## config.mk

```make
export PLATFORM = sky130hd
export DESIGN_NAME = sobel_win_cell
export DESIGN_NICKNAME = d
export VERILOG_FILES = /design/src/sobel_pkg.sv /design/src/sobel_win_cell.sv
export SDC_FILE = /design/constraint.sdc
export NUM_CORES = 1
export LEC_CHECK = 0
export ABC_AREA = 1
export BUFFER_PORTS_ARGS = -buffer_cell sky130_fd_sc_hd__buf_2
export CAP_MARGIN = 20
export CORE_MARGIN = 3
export CORE_UTILIZATION = 39
export CTS_BUF_LIST = sky130_fd_sc_hd__clkbuf_4 sky130_fd_sc_hd__clkbuf_8 sky130_fd_sc_hd__clkbuf_16
export DETAILED_ROUTE_END_ITERATION = 6
export GPL_TIMING_DRIVEN = 0
export PLACE_DENSITY = 0.73
export SLEW_MARGIN = 10
export SYNTH_ARGS = -nofsm -noshare
export SYNTH_HDL_FRONTEND = slang
export SYNTH_SLANG_ARGS = --single-unit
```

## constraint.sdc

```tcl
create_clock -name clk_i -period 0.8 [get_ports clk_i]
set_clock_uncertainty 0.05 [all_clocks]
set_input_delay 0.04 -clock clk_i [delete_from_list [all_inputs] [get_ports clk_i]]
set_output_delay 0.04 -clock clk_i [all_outputs]
set_load 0.02 [all_outputs]
```

## src/sobel_pkg.sv

```systemverilog
// Shared types and constants for the Sobel edge threshold block.
// Used by every module under src; depends on nothing else.
package sobel_pkg;

  // Frame size limits and the widths that follow from them
  localparam int unsigned MAX_WIDTH  = 1024;
  localparam int unsigned MAX_HEIGHT = 4096;
  localparam int unsigned COL_W      = $clog2(MAX_WIDTH);
  localparam int unsigned ROW_W      = $clog2(MAX_HEIGHT);

  // Field widths
  localparam int unsigned PIX_W   = 8;
  localparam int unsigned WIDTH_W = 11;
  localparam int unsigned HGT_W   = 13;
  localparam int unsigned THR_W   = 11;
  localparam int unsigned SUM_W   = 11;
  localparam int unsigned WSUM_W  = 10;
  localparam int unsigned CFG_W   = 13;
  localparam int unsigned CIDX_W  = 2;

  // Smallest and largest usable frame dimensions
  localparam logic [WIDTH_W-1:0] MIN_WIDTH  = WIDTH_W'(3);
  localparam logic [HGT_W-1:0]   MIN_HEIGHT = HGT_W'(3);
  localparam logic [WIDTH_W-1:0] CLAMP_W    = WIDTH_W'(MAX_WIDTH);
  localparam logic [HGT_W-1:0]   CLAMP_H    = HGT_W'(MAX_HEIGHT);

  // Reset values of the configuration registers
  localparam logic [WIDTH_W-1:0] RST_WIDTH  = WIDTH_W'(512);
  localparam logic [HGT_W-1:0]   RST_HEIGHT = HGT_W'(512);
  localparam logic [THR_W-1:0]   RST_THR    = THR_W'(128);

  // Configuration register indexes
  localparam logic [CIDX_W-1:0] CFG_IMAGE_WIDTH    = 2'd0;
  localparam logic [CIDX_W-1:0] CFG_IMAGE_HEIGHT   = 2'd1;
  localparam logic [CIDX_W-1:0] CFG_EDGE_THRESHOLD = 2'd2;

  // One column of the 3x3 window, upper row first
  typedef struct packed {
    logic [PIX_W-1:0] top;
    logic [PIX_W-1:0] mid;
    logic [PIX_W-1:0] bot;
  } win_col_t;

  // Entry of the shared line store: the two previous rows at one column
  typedef struct packed {
    logic [PIX_W-1:0] upper;
    logic [PIX_W-1:0] middle;
  } line_pair_t;

  // Position side band carried down the pipeline
  typedef struct packed {
    logic [ROW_W-1:0] row;
    logic [COL_W-1:0] col;
    logic             last;
  } meta_t;

  // One result request
  typedef struct packed {
    logic             edge_res;
    logic [SUM_W-1:0] gradient_sum;
    logic [ROW_W-1:0] out_row;
    logic [COL_W-1:0] out_col;
    logic             frame_last;
  } res_t;

endpackage

```

## src/sobel_win_cell.sv

```systemverilog
// One column cell of the 3x3 window chain: holds three pixels and hands
// them to its left neighbour on each shift. Uses sobel_pkg.
module sobel_win_cell (
  input  logic                  clk_i,
  input  logic                  rst_ni,
  input  logic                  shift_i,
  input  sobel_pkg::win_col_t   col_i,
  output sobel_pkg::win_col_t   col_o
);
  import sobel_pkg::*;

  win_col_t col_q;

  // Take the neighbour's column on a shift, hold otherwise
  always_ff @(posedge clk_i or negedge rst_ni) begin
    if (!rst_ni) begin
      col_q <= '0;
    end else if (shift_i) begin
      col_q <= col_i;
    end
  end

  assign col_o = col_q;

endmodule

```

==> summary.txt <==
Route
  • Drt via density: between 4 and 5
  • Post-route ant nets: 0
  • Pre-antenna DRT Iters: 4
  • Iter 0 DRT Violations: 23
  • DR WL/cell: 13.2 µm
  • Residual DRC: 0
  • Routed vias: approximately 950
  • DRT Wirelength: ~2.9 mm

Timing
  • Endpoints failing setup: 26
  • Worst-Margin Slew: 529 ps
  • Fin crit period: 969 ps
  • RSZ-0062 raised after global routing: yes
  • Relative slew margins: 64.7%
  • Fmax: slightly above 1000 MHz
  • Pins Over Slew Limit: 0
  • Final setup margin: -169 ps
  • Final period util: 121%
  • Final hold violations: 0

Global route
  • Most used routing layer: met2
  • Initial antenna violation count: 0
  • First-pass GRT wire length: ~5 mm
  • Met2 GRT Util: 39.9%
  • Met3 GRT Util: 3.48%
  • Largest net degree at the start of global routing: 25
  • Total gr overflow: 0
  • Vias in the first global route: around 1.1k
  • All-Layer GR Usage: 20.3%
  • GR met1 Demand/Resource: 21.6%

Clock network
  • Clk_lat worst skew: around 300 ps
  • Clock sinks: 24
  • CTS tree: yes
  • Htree depth: 1
  • Clk slew on worst S/H paths: 120 ps
  • Bufs on Longest Clock Path: 2
  • Number of CTS-inserted buffers: 3
  • Clock root buffer: clkbuf_4

Die
  • Die H: 56.0 µm
  • Die X-Extent: 56.0 µm
  • Core area: 2300 µm²
  • Die ar.: 3130 µm²
  • Starting Density: a little over two fifths
  • Rows: 17
  • Num ports: 51

Layout
  • # diodes: 0
  • Final instance area: 1830 µm²
  • Layout Utilization: approximately 80%
  • P&R area growth vs syn: 87.9%
  • Area of the multi-input gates: 295 µm²
  • Non-Filler Instances: 222
  • Nets: approximately 220
  • Reg area: 601 µm²
  • Fillers: 150
  • Max reg flops: 24
  • Share of cells above drive strength 1: 41.8%

Placement
  • I/O Buffers: 49
  • Placed Area: approximately 1300 µm²
  • Place WS: approximately 130 ps
  • RePlAce Congestion: 0.774
  • Dpl hpwl: 1.50 mm
  • Placed cell count: 179

Critical path
  • WP data arrival: 880 ps
  • Critical path endpoint category: primary output
  • Buffers & Inverters on Critical Path: 1
  • Setup crit start kind: flip-flop
  • Critical path class: flip-flop to primary output
  • Reg2reg start: col_o[17]$_DFFE_PN0P_
  • CP max stage cell: dfrtp_1
  • CP top delay family: flip-flops
  • Critical Path, Cell by Cell: buf_6
  • Reg-to-Reg End: col_o[17]$_DFFE_PN0P_
  • Critical path required time: 710 ps
  • R2R setup slack: -40 ps
  • R2R cell count: 3
  • Slowest stage delay, CP: 430 ps
  • Crit-path max FO: 2

Logic synthesis
  • Syn Nets: about 130
  • Cell count after synthesis: about 100
  • Syn Area/Cell: 9.56 µm²
  • Yosys warns: 0
  • Top cell type's share of synthesized area: 61.6%
  • Area leader, netlist: dfrtp_1
  • Seq/Total Area, Yosys: between 60% and 70%
  • Synth area leaders: dfrtp_1, nand2_1, nand2_2, buf_6, buf_12
  • Yosys reg bits: 24
  • Post-synthesis cell type count: 7
  • Post-synthesis cell area: 975 µm²

Hold path
  • Worst Hold Endpoint: col_o[2]$_DFFE_PN0P_
  • Hold Path Class: input pin to flip-flop
  • Hold path start: shift_i
  • Worst hold path cell count: 4

Run status
  • Failing checks: negative setup slack
  • Run status: finished with violations

Pwr
  • Leakage: slightly below 1 nW
  • Pwr dens: 1590 nW/µm²
  • Design Power: 0.00291 W
  • Peak supply drop: 1.31 mV

Run
  • Max Cap Viol: 0
-- metal layers --
metal	share of wire, %	vias up
li1	-	487
met1	38	425
met2	55	38
met3	5.7	4
met4	0.89	0
met5	0	-
-- layout make-up --
type / instances / area share (%)
multi-input cells: 72 / 16.1
clock buffers: 4 / 1.98
flip-flops and latches: 24 / 32.8
repair buffers: 88 / 42.9
inverters: 1 / 0.615
well taps: 28 / 1.91
plain buffers: 5 / 3.69
-- cells in the mapped netlist --
master    number
clkbuf_8       1
inv_8          1
nand2_2       10
dfrtp_1       24
nand2_1       62
buf_12         1
buf_6          3
-- cell usage in the layout, fill, tap and decap left out, drive strengths merged --
cell type / n
clkbuf: 5
buf: 65
nand2: 72
inv: 1
dlygate4sd3: 27
dfrtp: 24
-- power by group --
part	total, W	internal (W)	leakage [nW]	switching [W]
registers	0.00141	0.00132	0.292	0.0000923
clock network	0.000619	0.000277	0.0210	0.000341
logic	0.000877	0.000497	0.679	0.000380
-- stage by stage --
step / TNS [ps] / hold slack [ps]
floorplan: 0 / -306
global placement: 0 / -8.28
detailed placement: 0 / -1.79
CTS: -3770 / 45.2
global route: -4890 / 54.2
finish: -3720 / 54.3
-- cells by family after synthesis --
kind of cell | count (synthesis) | share of synthesized area [%]
buffers and inverters | 6 | 8.09
DFF | 24 | 61.6
and+or+nand+nor | 72 | 30.3
-- timing repair --
action / CTS / global route
endpoints found under the hold margin: 48 / 0
buffers inserted: 10 / 5
hold buffers: 27 / 0
pin swaps: 0 / 9
endpoints found under the setup margin: 24 / 34
resized for setup: 46 / 10
-- how the worst max path moves through the flow --
stage / startpoint / to / slack (ps) / depth (start not counted)
after global routing: col_o[10]$_DFFE_PN0P_ / col_o[10] / -210 / 1
after floorplan: col_o[0]$_DFFE_PN0P_ / col_o[0]$_DFFE_PN0P_ / 70 / 2
after CTS: col_o[20]$_DFFE_PN0P_ / col_o[20] / -170 / 1
after detailed placement: col_o[14]$_DFFE_PN0P_ / col_o[14]$_DFFE_PN0P_ / 130 / 2
final: col_o[3]$_DFFE_PN0P_ / col_o[3] / -170 / 1
after global placement: col_o[8]$_DFFE_PN0P_ / col_o[8]$_DFFE_PN0P_ / 160 / 2
-- tightest hold or removal path, delay by kind of cell --
| family | cells | cell delay [ps] |
|---|---|---|
| buf+inv | 2 | 250 |
| simple gates | 2 | 90 |
Power figures use the tool's default switching activity.
