===== config.mk =====
export PLATFORM = sky130hd
export DESIGN_NAME = sobel_grad
export DESIGN_NICKNAME = d
export VERILOG_FILES = /design/src/sobel_pkg.sv /design/src/sobel_grad.sv
export SDC_FILE = /design/constraint.sdc
export NUM_CORES = 1
export LEC_CHECK = 0
export ABC_AREA = 1
export BUFFER_PORTS_ARGS = -buffer_cell sky130_fd_sc_hd__buf_2
export CAP_MARGIN = 20
export CORE_UTILIZATION = 60
export CTS_CLUSTER_SIZE = 28
export DETAILED_ROUTE_END_ITERATION = 7
export GPL_TIMING_DRIVEN = 0
export PLACE_DENSITY = 0.91
export SYNTH_ARGS = -nofsm -noshare
export SYNTH_HDL_FRONTEND = slang
export SYNTH_SLANG_ARGS = --single-unit

===== constraint.sdc =====
create_clock -name clk_i -period 4.7 [get_ports clk_i]
set_input_delay 0.235 -clock clk_i [delete_from_list [all_inputs] [get_ports clk_i]]
set_output_delay 0.235 -clock clk_i [all_outputs]
set_load 0.03 [all_outputs]

===== src/sobel_pkg.sv =====
// Shared types and constants for the Sobel edge threshold block.
// Used by every module under src; depends on nothing else.
package sobel_pkg;

  // Frame size limits and the widths that follow from them
  localparam int unsigned MAX_WIDTH  = 1024;
  localparam int unsigned MAX_HEIGHT = 4096;
  localparam int unsigned COL_W      = $clog2(MAX_WIDTH);
  localparam int unsigned ROW_W      = $clog2(MAX_HEIGHT);

  // Field widths
  localparam int unsigned PIX_W   = 8;
  localparam int unsigned WIDTH_W = 11;
  localparam int unsigned HGT_W   = 13;
  localparam int unsigned THR_W   = 11;
  localparam int unsigned SUM_W   = 11;
  localparam int unsigned WSUM_W  = 10;
  localparam int unsigned CFG_W   = 13;
  localparam int unsigned CIDX_W  = 2;

  // Smallest and largest usable frame dimensions
  localparam logic [WIDTH_W-1:0] MIN_WIDTH  = WIDTH_W'(3);
  localparam logic [HGT_W-1:0]   MIN_HEIGHT = HGT_W'(3);
  localparam logic [WIDTH_W-1:0] CLAMP_W    = WIDTH_W'(MAX_WIDTH);
  localparam logic [HGT_W-1:0]   CLAMP_H    = HGT_W'(MAX_HEIGHT);

  // Reset values of the configuration registers
  localparam logic [WIDTH_W-1:0] RST_WIDTH  = WIDTH_W'(512);
  localparam logic [HGT_W-1:0]   RST_HEIGHT = HGT_W'(512);
  localparam logic [THR_W-1:0]   RST_THR    = THR_W'(128);

  // Configuration register indexes
  localparam logic [CIDX_W-1:0] CFG_IMAGE_WIDTH    = 2'd0;
  localparam logic [CIDX_W-1:0] CFG_IMAGE_HEIGHT   = 2'd1;
  localparam logic [CIDX_W-1:0] CFG_EDGE_THRESHOLD = 2'd2;

  // One column of the 3x3 window, upper row first
  typedef struct packed {
    logic [PIX_W-1:0] top;
    logic [PIX_W-1:0] mid;
    logic [PIX_W-1:0] bot;
  } win_col_t;

  // Entry of the shared line store: the two previous rows at one column
  typedef struct packed {
    logic [PIX_W-1:0] upper;
    logic [PIX_W-1:0] middle;
  } line_pair_t;

  // Position side band carried down the pipeline
  typedef struct packed {
    logic [ROW_W-1:0] row;
    logic [COL_W-1:0] col;
    logic             last;
  } meta_t;

  // One result request
  typedef struct packed {
    logic             edge_res;
    logic [SUM_W-1:0] gradient_sum;
    logic [ROW_W-1:0] out_row;
    logic [COL_W-1:0] out_col;
    logic             frame_last;
  } res_t;

endpackage


===== src/sobel_grad.sv =====
// Gradient pipeline: weighted row and column sums, absolute differences,
// then the L1 sum and threshold compare. Uses sobel_pkg.
module sobel_grad (
  input  logic                           clk_i,
  input  logic                           rst_ni,
  input  logic                           en_i,
  input  logic                           valid_i,
  input  sobel_pkg::meta_t               meta_i,
  input  sobel_pkg::win_col_t            left_i,
  input  sobel_pkg::win_col_t            centre_i,
  input  sobel_pkg::win_col_t            right_i,
  input  logic [sobel_pkg::THR_W-1:0]    threshold_i,
  output logic                           valid_o,
  output sobel_pkg::res_t                res_o
);
  import sobel_pkg::*;

  logic [WSUM_W-1:0] top_d, bot_d, lft_d, rgt_d;
  logic [WSUM_W-1:0] top_q, bot_q, lft_q, rgt_q;
  logic              s3_v_q;
  meta_t             s3_meta_q;
  logic [WSUM_W-1:0] ady_d, adx_d, ady_q, adx_q;
  logic              s4_v_q;
  meta_t             s4_meta_q;
  logic [SUM_W-1:0]  sum;

  // Weighted sums of the outer rows and outer columns
  assign top_d = WSUM_W'(left_i.top) + {1'b0, centre_i.top, 1'b0} + WSUM_W'(right_i.top);
  assign bot_d = WSUM_W'(left_i.bot) + {1'b0, centre_i.bot, 1'b0} + WSUM_W'(right_i.bot);
  assign lft_d = WSUM_W'(left_i.top) + {1'b0, left_i.mid, 1'b0} + WSUM_W'(left_i.bot);
  assign rgt_d = WSUM_W'(right_i.top) + {1'b0, right_i.mid, 1'b0} + WSUM_W'(right_i.bot);

  always_ff @(posedge clk_i or negedge rst_ni) begin
    if (!rst_ni) begin
      s3_v_q <= 1'b0;
    end else if (en_i) begin
      s3_v_q <= valid_i;
    end
  end

  always_ff @(posedge clk_i) begin
    if (en_i) begin
      top_q     <= top_d;
      bot_q     <= bot_d;
      lft_q     <= lft_d;
      rgt_q     <= rgt_d;
      s3_meta_q <= meta_i;
    end
  end

  // Absolute differences of the gradient pairs
  assign ady_d = (bot_q > top_q) ? (bot_q - top_q) : (top_q - bot_q);
  assign adx_d = (lft_q > rgt_q) ? (lft_q - rgt_q) : (rgt_q - lft_q);

  always_ff @(posedge clk_i or negedge rst_ni) begin
    if (!rst_ni) begin
      s4_v_q <= 1'b0;
    end else if (en_i) begin
      s4_v_q <= s3_v_q;
    end
  end

  always_ff @(posedge clk_i) begin
    if (en_i) begin
      ady_q     <= ady_d;
      adx_q     <= adx_d;
      s4_meta_q <= s3_meta_q;
    end
  end

  // L1 magnitude and threshold compare
  assign sum = SUM_W'(ady_q) + SUM_W'(adx_q);

  always_comb begin
    res_o.edge_res     = (sum > threshold_i);
    res_o.gradient_sum = sum;
    res_o.out_row      = s4_meta_q.row;
    res_o.out_col      = s4_meta_q.col;
    res_o.frame_last   = s4_meta_q.last;
  end

  assign valid_o = s4_v_q;

endmodule


==> results of run 1 <==
-- cell type report --
type	instances	area, sq um	area share
Inverter	154	578	0.0616
Timing Repair Buffer	139	726	0.0773
Sequential cell	108	3230	0.344
Multi-Input combinational cell	615	4270	0.454
Buffer	9	58.8	0.00626
Clock buffer	10	239	0.0255
Clock inverter	6	67.6	0.00720
Tap cell	176	220	0.0235
-- power by group --
group | internal (uW) | switching [uW] | total, uW | leakage (uW)
Sequential | 1350 | 97.4 | 1440 | 0.00106
Combinational | 1160 | 2150 | 3310 | 0.00361
Clock | 390 | 362 | 752 | 0.000150
Total | 2900 | 2610 | 5510 | 0.00482
-- state kept, by name, indices dropped and copies added, names as in the netlist --
register / flops
lft_q: 10
ady_q: 10
rgt_q: 10
valid_o: 1
top_q: 10
bot_q: 10
s3_v_q: 1
res_o: 23
adx_q: 10
s3_meta_q: 23
-- logic make-up (layout without fill, tap and decap cells) --
group           after synthesis  in the layout  synth area share
fa+ha+maj                   132            132             0.237
flops                       108            108             0.397
simple gates                356            356             0.181
xor+xnor                     41             41            0.0441
compound gates               86             86            0.0626
buf+inv                     163            318            0.0783
-- routing by layer --
layer  vias up  track usage  share of wire
met2       293        0.486           0.52
met3        59       0.0376          0.060
li1       3194            -              -
met1      3027        0.293           0.38
met5         -            0              0
met4         0        0.137          0.040
-- cell usage after synthesis --
cell type / number / area (sq um)
nand2_1: 230 / 863
inv_1: 154 / 578
edfxtp_1: 106 / 3180
ha_1: 95 / 1190
nand3_1: 63 / 315
a21oi_1: 46 / 230
nor2_1: 40 / 150
fa_1: 37 / 741
xor2_1: 33 / 289
nand4_1: 12 / 75.1
o21ai_0: 11 / 55.1
o21ai_2: 8 / 70.1
xnor2_1: 8 / 70.1
a21o_1: 7 / 52.6
nand2_2: 6 / 37.5
o211ai_1: 5 / 37.5
buf_2: 3 / 15.0
nor3_1: 3 / 15.0
o21bai_1: 3 / 22.5
buf_6: 2 / 22.5
clkbuf_2: 2 / 10.0
dfrtp_1: 2 / 50.1
o21a_1: 2 / 15.0
o21ai_1: 2 / 10.0
or2_2: 2 / 12.5
a211oi_1: 1 / 7.51
a21o_2: 1 / 8.76
buf_4: 1 / 7.51
clkbuf_1: 1 / 3.75
-- path summary, 6_finish.rpt --
kind,start,endpoint,slack (ns),cells past startpoint
hold reg to reg,s3_meta_q[13],res_o[13],0.42,0
setup reg to reg,lft_q[5],adx_q[8],2.55,10
min in group asynchronous,rst_ni,valid_o,0.20,2
max in group asynchronous,rst_ni,s3_v_q,4.41,2
hold / removal,meta_i[10],s3_meta_q[10],0.06,1
setup / recovery,ady_q[0],res_o[34],1.44,16
-- per-stage QoR --
stage,instances,hold slack (ns),setup WS [ns],util,total power (uW)
after CTS,1217,0.0486,1.41,0.709,5500
after floorplan,886,-0.0606,1.80,-,3920
final,1217,0.0551,1.44,0.709,5510
after global placement,1199,0.0215,1.90,0.683,4570
after global routing,1217,0.0425,1.21,0.709,5970
after detailed placement,1200,0.0235,1.79,0.685,4720
-- placed cells by master (no fill, tap or decap), types with 2 or more instances in the layout --
| cell | count |
|---|---|
| a21o_1 | 7 |
| a21oi_1 | 46 |
| buf_2 | 139 |
| buf_4 | 2 |
| buf_6 | 2 |
| clkbuf_16 | 9 |
| clkbuf_2 | 2 |
| clkinv_8 | 2 |
| dfrtp_1 | 2 |
| edfxtp_1 | 106 |
| fa_1 | 37 |
| ha_1 | 95 |
| inv_1 | 154 |
| inv_6 | 3 |
| nand2_1 | 230 |
| nand2_2 | 6 |
| nand3_1 | 63 |
| nand4_1 | 12 |
| nor2_1 | 40 |
| nor3_1 | 3 |
| o211ai_1 | 5 |
| o21a_1 | 2 |
| o21ai_0 | 11 |
| o21ai_1 | 2 |
| o21ai_2 | 8 |
| o21bai_1 | 3 |
| or2_2 | 2 |
| xnor2_1 | 8 |
| xor2_1 | 33 |
-- critical path, stage by stage, from the launching register on --
cell	delay, ns
edfxtp_1	0.38
ha_1	0.28
fa_1	0.45
nand2_1	0.09
nand3_1	0.10
o21ai_0	0.15
nor2_1	0.08
nor2_1	0.12
xnor2_1	0.09
ha_1	0.30
nand2_1	0.06
nor2_1	0.14
nand3_1	0.10
nand3_1	0.09
nand2_1	0.05
inv_1	0.04
buf_2	0.18
==> summary.log, run 1 <==
[outcome] run status finished clean
[die] number of I/O pins 146
[clocking] CTS tree built
[die] die extent in x 118 um
[timing] final-report hold violation count 0
[critical_path] critical path arrival 3.03 ns
[critical_path] required time of the critical path 4.47 ns
[power] Max rail drop VDD 0.301 mV
[finish] area added between synthesis and finish 15.4%
[timing] setup violators final 0
[timing] maximum clock frequency 0.307 GHz
[critical_path] maximum net fanout on the critical path 4
[finish] final net count 1278
[route] number of DRC violations after detailed-routing iteration 0 476
[global_route] GR Util All Layers 0.263
[finish] fill count 943
[die] placeable core region 0.0132 sq mm
[timing] post-route clock skew 0.00760 ns
[finish] share of post-route cells with drive strength above 1 0.172
[critical_path] crit start category flip-flop
[synthesis] Netlist cell types 29
[hold_path] Hold WC Path Type input port to flip-flop
[clocking] TritonCTS Sinks 108
[route] via count 6573
[clocking] total number of H-tree levels 3
[clocking] buffer depth of the longest clock path 2
[timing] Max-slew headroom 0.654
[route] remaining routing DRC violations 0
[timing] Min Clock Period, post-route 3.26 ns
[timing] Pins Over Slew Limit 0
[synthesis] post-synthesis instance area 0.00814 sq mm
[timing] worst-margin pin slew 0.514 ns
[clocking] insertion delay of the later-clocked pin in the worst-skew pair 0.35 ns
[global_route] number of global-route vias before repair 6622
[clocking] setup fix buffers added after clock tree synthesis 0
[route] detail-routed via count per cell 5.40
[clocking] number of buffers inserted for hold repair after clock tree synthesis 1
[route] wire length reported by the detailed router 17700 um
[timing] summed negative setup slack over all endpoints 0 ns
[timing] final worst-path cycle share 0.694
[placed_design] HPWL Detailed 14200 um
[critical_path] start-to-end type of the worst setup path flip-flop to output pin
[synthesis] number of warning messages in the yosys log 0
[synthesis] Avg Synthesized Cell Area 9.18 sq um
[finish] number of diodes added for antenna fixing 0
[finish] Layout Cell Area excl Fill 0.00939 sq mm
[global_route] initial antenna violation count 0
[clocking] TritonCTS buffer count 9
[flow_run] max capacitance violation total 0
[clocking] register clock-pin slew on the reported worst setup and hold paths 0.08 ns
[placed_design] standard cell area after detailed placement 0.00907 sq mm
[global_route] Overflow after GRT 0
[clocking] post-cts repair resize count 0
[die] Placement Rows 42
[die] Vert. Die Dim 118 um
[global_route] wire length of the first global-routing pass 29100 um
[synthesis] flops & latches, synth 108
[critical_path] kind of capture point of the worst setup path output pin
[route] number of nets with antenna violations after routing 0
[die] area of the die 0.0140 sq mm
[placed_design] routability congestion estimate from global placement 0.946
[power] P per Cell Area 587 mW/mm^2
[placed_design] I/O Buffers 137
[die] Starting Density 0.614
[synthesis] number of cells produced by synthesis 886
[route] first-pass iteration count of the detailed router 5
[route] routed wire length per instance 14.6 um
[synthesis] number of nets produced by synthesis 1128
[global_route] maximum number of pins on one net before global-route repair 73
[timing] unrepaired setup endpoints after global routing no
[clocking] library cell used as clock root buffer clkbuf_16
[power] leakage component of the power 0.00482 uW
[synthesis] proportion of synthesized chip area in sequential cells 0.397
Note: power is estimated with default switching activity, not from simulation.
==> run 2: changes to the inputs <==
- CORE_UTILIZATION: 60 -> 52
- PLACE_DENSITY: 0.91 -> 0.84
- clock period: 4.7 -> 2.8 ns (I/O delays scaled with it)
==> run 2 against run 1 <==
The run now ends with setup timing left; cell count grew 4.9%; critical path depth stayed put; sequential power rose by 69%; non-clock buffer count grew 25; cell area rose by 4.7%; wire length down 1.5%; largest power group unchanged; highest routed layer unchanged.
==> summary.log, run 2 (same netlist as run 1, synthesis figures left out) <==
[global_route] GR Layer Usage met3 0.0348 [-0.00289]
[power] leakage component of the power 0.00495 uW [+2.8%]
[global_route] Global Route met1 Usage 0.260 [-0.0329]
[hold_path] Hold WC Path Type input port to flip-flop
[global_route] GRT Max-Usage Layer met2
[clocking] total number of H-tree levels 3 [unchanged]
[placed_design] I/O Buffers 137 [unchanged]
[timing] worst hold slack 0.00630 ns [-0.0488 ns]
[finish] fill count 1189 [+26%]
[finish] most frequent standard cell in the layout excluding fill and tap cells nand2_1
[outcome] run status complete, but fails checks
[outcome] violations in the final reports setup timing
[critical_path] crit start category flip-flop
[route] wire length reported by the detailed router 17400 um [-1.5%]
[global_route] number of global-route vias before repair 6530 [-1.4%]
[route] via count 6397 [-2.7%]
[die] number of I/O pins 146 [unchanged]
[timing] summed negative setup slack over all endpoints -0.0777 ns [-0.0777 ns]
[timing] crit path setup slack, layout -0.0777 ns [-1.52 ns]
[critical_path] highest cell delay on the worst timing path 0.43 ns [-0.02 ns]
[global_route] Overflow after GRT 0 [unchanged]
[finish] leading cell types in the layout, fill and taps excluded nand2_1 (227), inv_1 (153), buf_2 (138), edfxtp_1 (106), ha_1 (90)
[placed_design] standard cell area after detailed placement 0.00914 sq mm [+0.73%]
[critical_path] startpoint of the lowest-slack register-to-register path top_q[0]
[die] area of the die 0.0162 sq mm [+15%]
[clocking] insertion delay of the later-clocked pin in the worst-skew pair 0.35 ns [about the same]
[placed_design] routability congestion estimate from global placement 0.933 [-1.4%]
[clocking] buffer depth of the longest clock path 2 [unchanged]
[global_route] initial antenna violation count 1 [+1]
[finish] number of diodes added for antenna fixing 0 [unchanged]
[finish] area added between synthesis and finish 20.8%
[power] Max rail drop VDD 1.03 mV [+240%]
[clocking] library cell used as clock root buffer clkbuf_16
[timing] final-report hold violation count 0 [unchanged]
[global_route] maximum number of pins on one net before global-route repair 57 [-22%]
[timing] worst-margin pin slew 0.692 ns [+0.179 ns]
[global_route] met2 usage in global routing 0.425 [-0.0611]
[critical_path] cell occurring most often along the worst timing path nand3_2
[die] die extent in x 127 um [+7.3%]
[critical_path] destination of the critical timing path res_o[34]
[timing] setup violators final 1 [+1]
[finish] final net count 1303 [+2.0%]
[finish] Layout Cell Area excl Fill 0.00983 sq mm [+4.7%]
[critical_path] cells on worst reg2reg path 9 [-1]
[route] routed wire length per instance 13.7 um [-6.2%]
[finish] number of cells in the finished layout apart from fillers 1277 [+4.9%]
[finish] share of post-route cells with drive strength above 1 0.192 [+0.0204]
[clocking] TritonCTS Sinks 108 [unchanged]
[die] Vert. Die Dim 127 um [+7.3%]
[critical_path] kind of capture point of the worst setup path output pin
[critical_path] worst-case register-to-register setup slack 0.74 ns [-1.81 ns]
[route] first-pass iteration count of the detailed router 5 [unchanged]
[power] final total power 9790 uW [+78%]
[timing] unrepaired setup endpoints after global routing yes
[route] number of nets with antenna violations after routing 0 [unchanged]
[timing] post-route clock skew 0.00590 ns [-0.00170 ns]
[flow_run] max capacitance violation total 0 [unchanged]
[die] placeable core region 0.0153 sq mm [+15%]
[die] Starting Density 0.533 [-0.0812]
[die] Placement Rows 45 [+7.1%]
[critical_path] cell with the largest stage delay on the worst path edfxtp_1
[critical_path] crit path from ady_q[0]
[critical_path] start-to-end type of the worst setup path flip-flop to output pin
[placed_design] HPWL Detailed 13900 um [-2.2%]
[critical_path] CP Cell Sequence ha_4 > fa_2 > nand2_2 > nand3_2 > o211ai_1 > nand2_1 > xor2_1 > inv_1 > ha_4 > nand2_4 > nor2_4 > nand3_2 > nand3_2 > nand2_1 > inv_1 > buf_6
[critical_path] required time of the critical path 2.66 ns [-1.81 ns]
[route] remaining routing DRC violations 0 [unchanged]
[critical_path] maximum net fanout on the critical path 3 [-1]
[global_route] wire length of the first global-routing pass 28900 um [-0.78%]
[timing] Min Clock Period, post-route 2.88 ns
[timing] Pins Over Slew Limit 0 [unchanged]
[route] number of DRC violations after detailed-routing iteration 0 293 [-38%]
[placed_design] instance count after placement with tap cells included 1235 [+2.9%]
[critical_path] critical path arrival 2.74 ns [-0.29 ns]
[clocking] CTS tree built
[power] P per Cell Area 996 mW/mm^2 [+70%]
[clocking] register clock-pin slew on the reported worst setup and hold paths 0.08 ns [about the same]
[route] detail-routed via count per cell 5.01 [-7.3%]
[timing] Max-slew headroom 0.538 [-0.116]
[clocking] TritonCTS buffer count 9 [unchanged]
[critical_path] worst reg2reg endpoint ady_q[8]
[timing] maximum clock frequency 0.347 GHz
[timing] final worst-path cycle share 1.03
[global_route] GR Util All Layers 0.228 [-0.0353]
[run 2: power by group]
part	switching (uW)	total [uW]	internal [uW]
clock	617	1250	636
combinational	3810	6090	2290
sequential	181	2440	2260
total	4600	9790	5180
[run 2: stage by stage]
step                      setup slack (ns)  utilization
after floorplan                     0.0451            -
after global placement             -0.0432        0.597
after detailed placement           -0.0725        0.599
after CTS                           -0.114        0.642
after global routing                -0.269        0.644
final                              -0.0777        0.644
[run 2: final cells by class]
class	count	area [sq um]	share of cell area
multi-input cells	615	4410	0.449
flip-flops and latches	108	3230	0.329
repair buffers	165	985	0.100
inverters	154	578	0.0588
well taps	211	264	0.0269
clock buffers	9	225	0.0229
clock inverters	7	80.1	0.00815
plain buffers	8	55.1	0.00560
[run 2: worst min path at each step]
stage | cells after the start | startpoint | endpoint
global route | 3 | valid_i | s3_v_q
global placement | 1 | rst_ni | valid_o
detailed placement | 1 | rst_ni | valid_o
CTS | 3 | valid_i | s3_v_q
floorplan | 0 | rst_ni | s3_v_q
finish | 3 | valid_i | s3_v_q
[run 2: metal layers]
layer / vias to the layer above / wire length [um]
li1: 3240 / -
met1: 2928 / 6970
met2: 192 / 9130
met3: 37 / 793
met4: 0 / 542
met5: - / 0
[run 2: critical path: cells and delay by family (launching register included)]
kind                       cells  cell delay, ns
adders and majority gates      3            0.83
xor gates and xnor gates       1            0.13
AOI/OAI and AO/OA              1            0.10
buffers and inverters          3            0.28
DFF                            1            0.43
and+or+nand+nor                8            0.62
[run 2: timing repair]
item                                    in CTS  in global routing
hold buffers                                24                  0
endpoints found under the hold margin       25                  0
gates resized for setup                     20                 10
endpoints found under the setup margin       1                  1
pin swaps                                   12                 10
buffers inserted                             3                  0
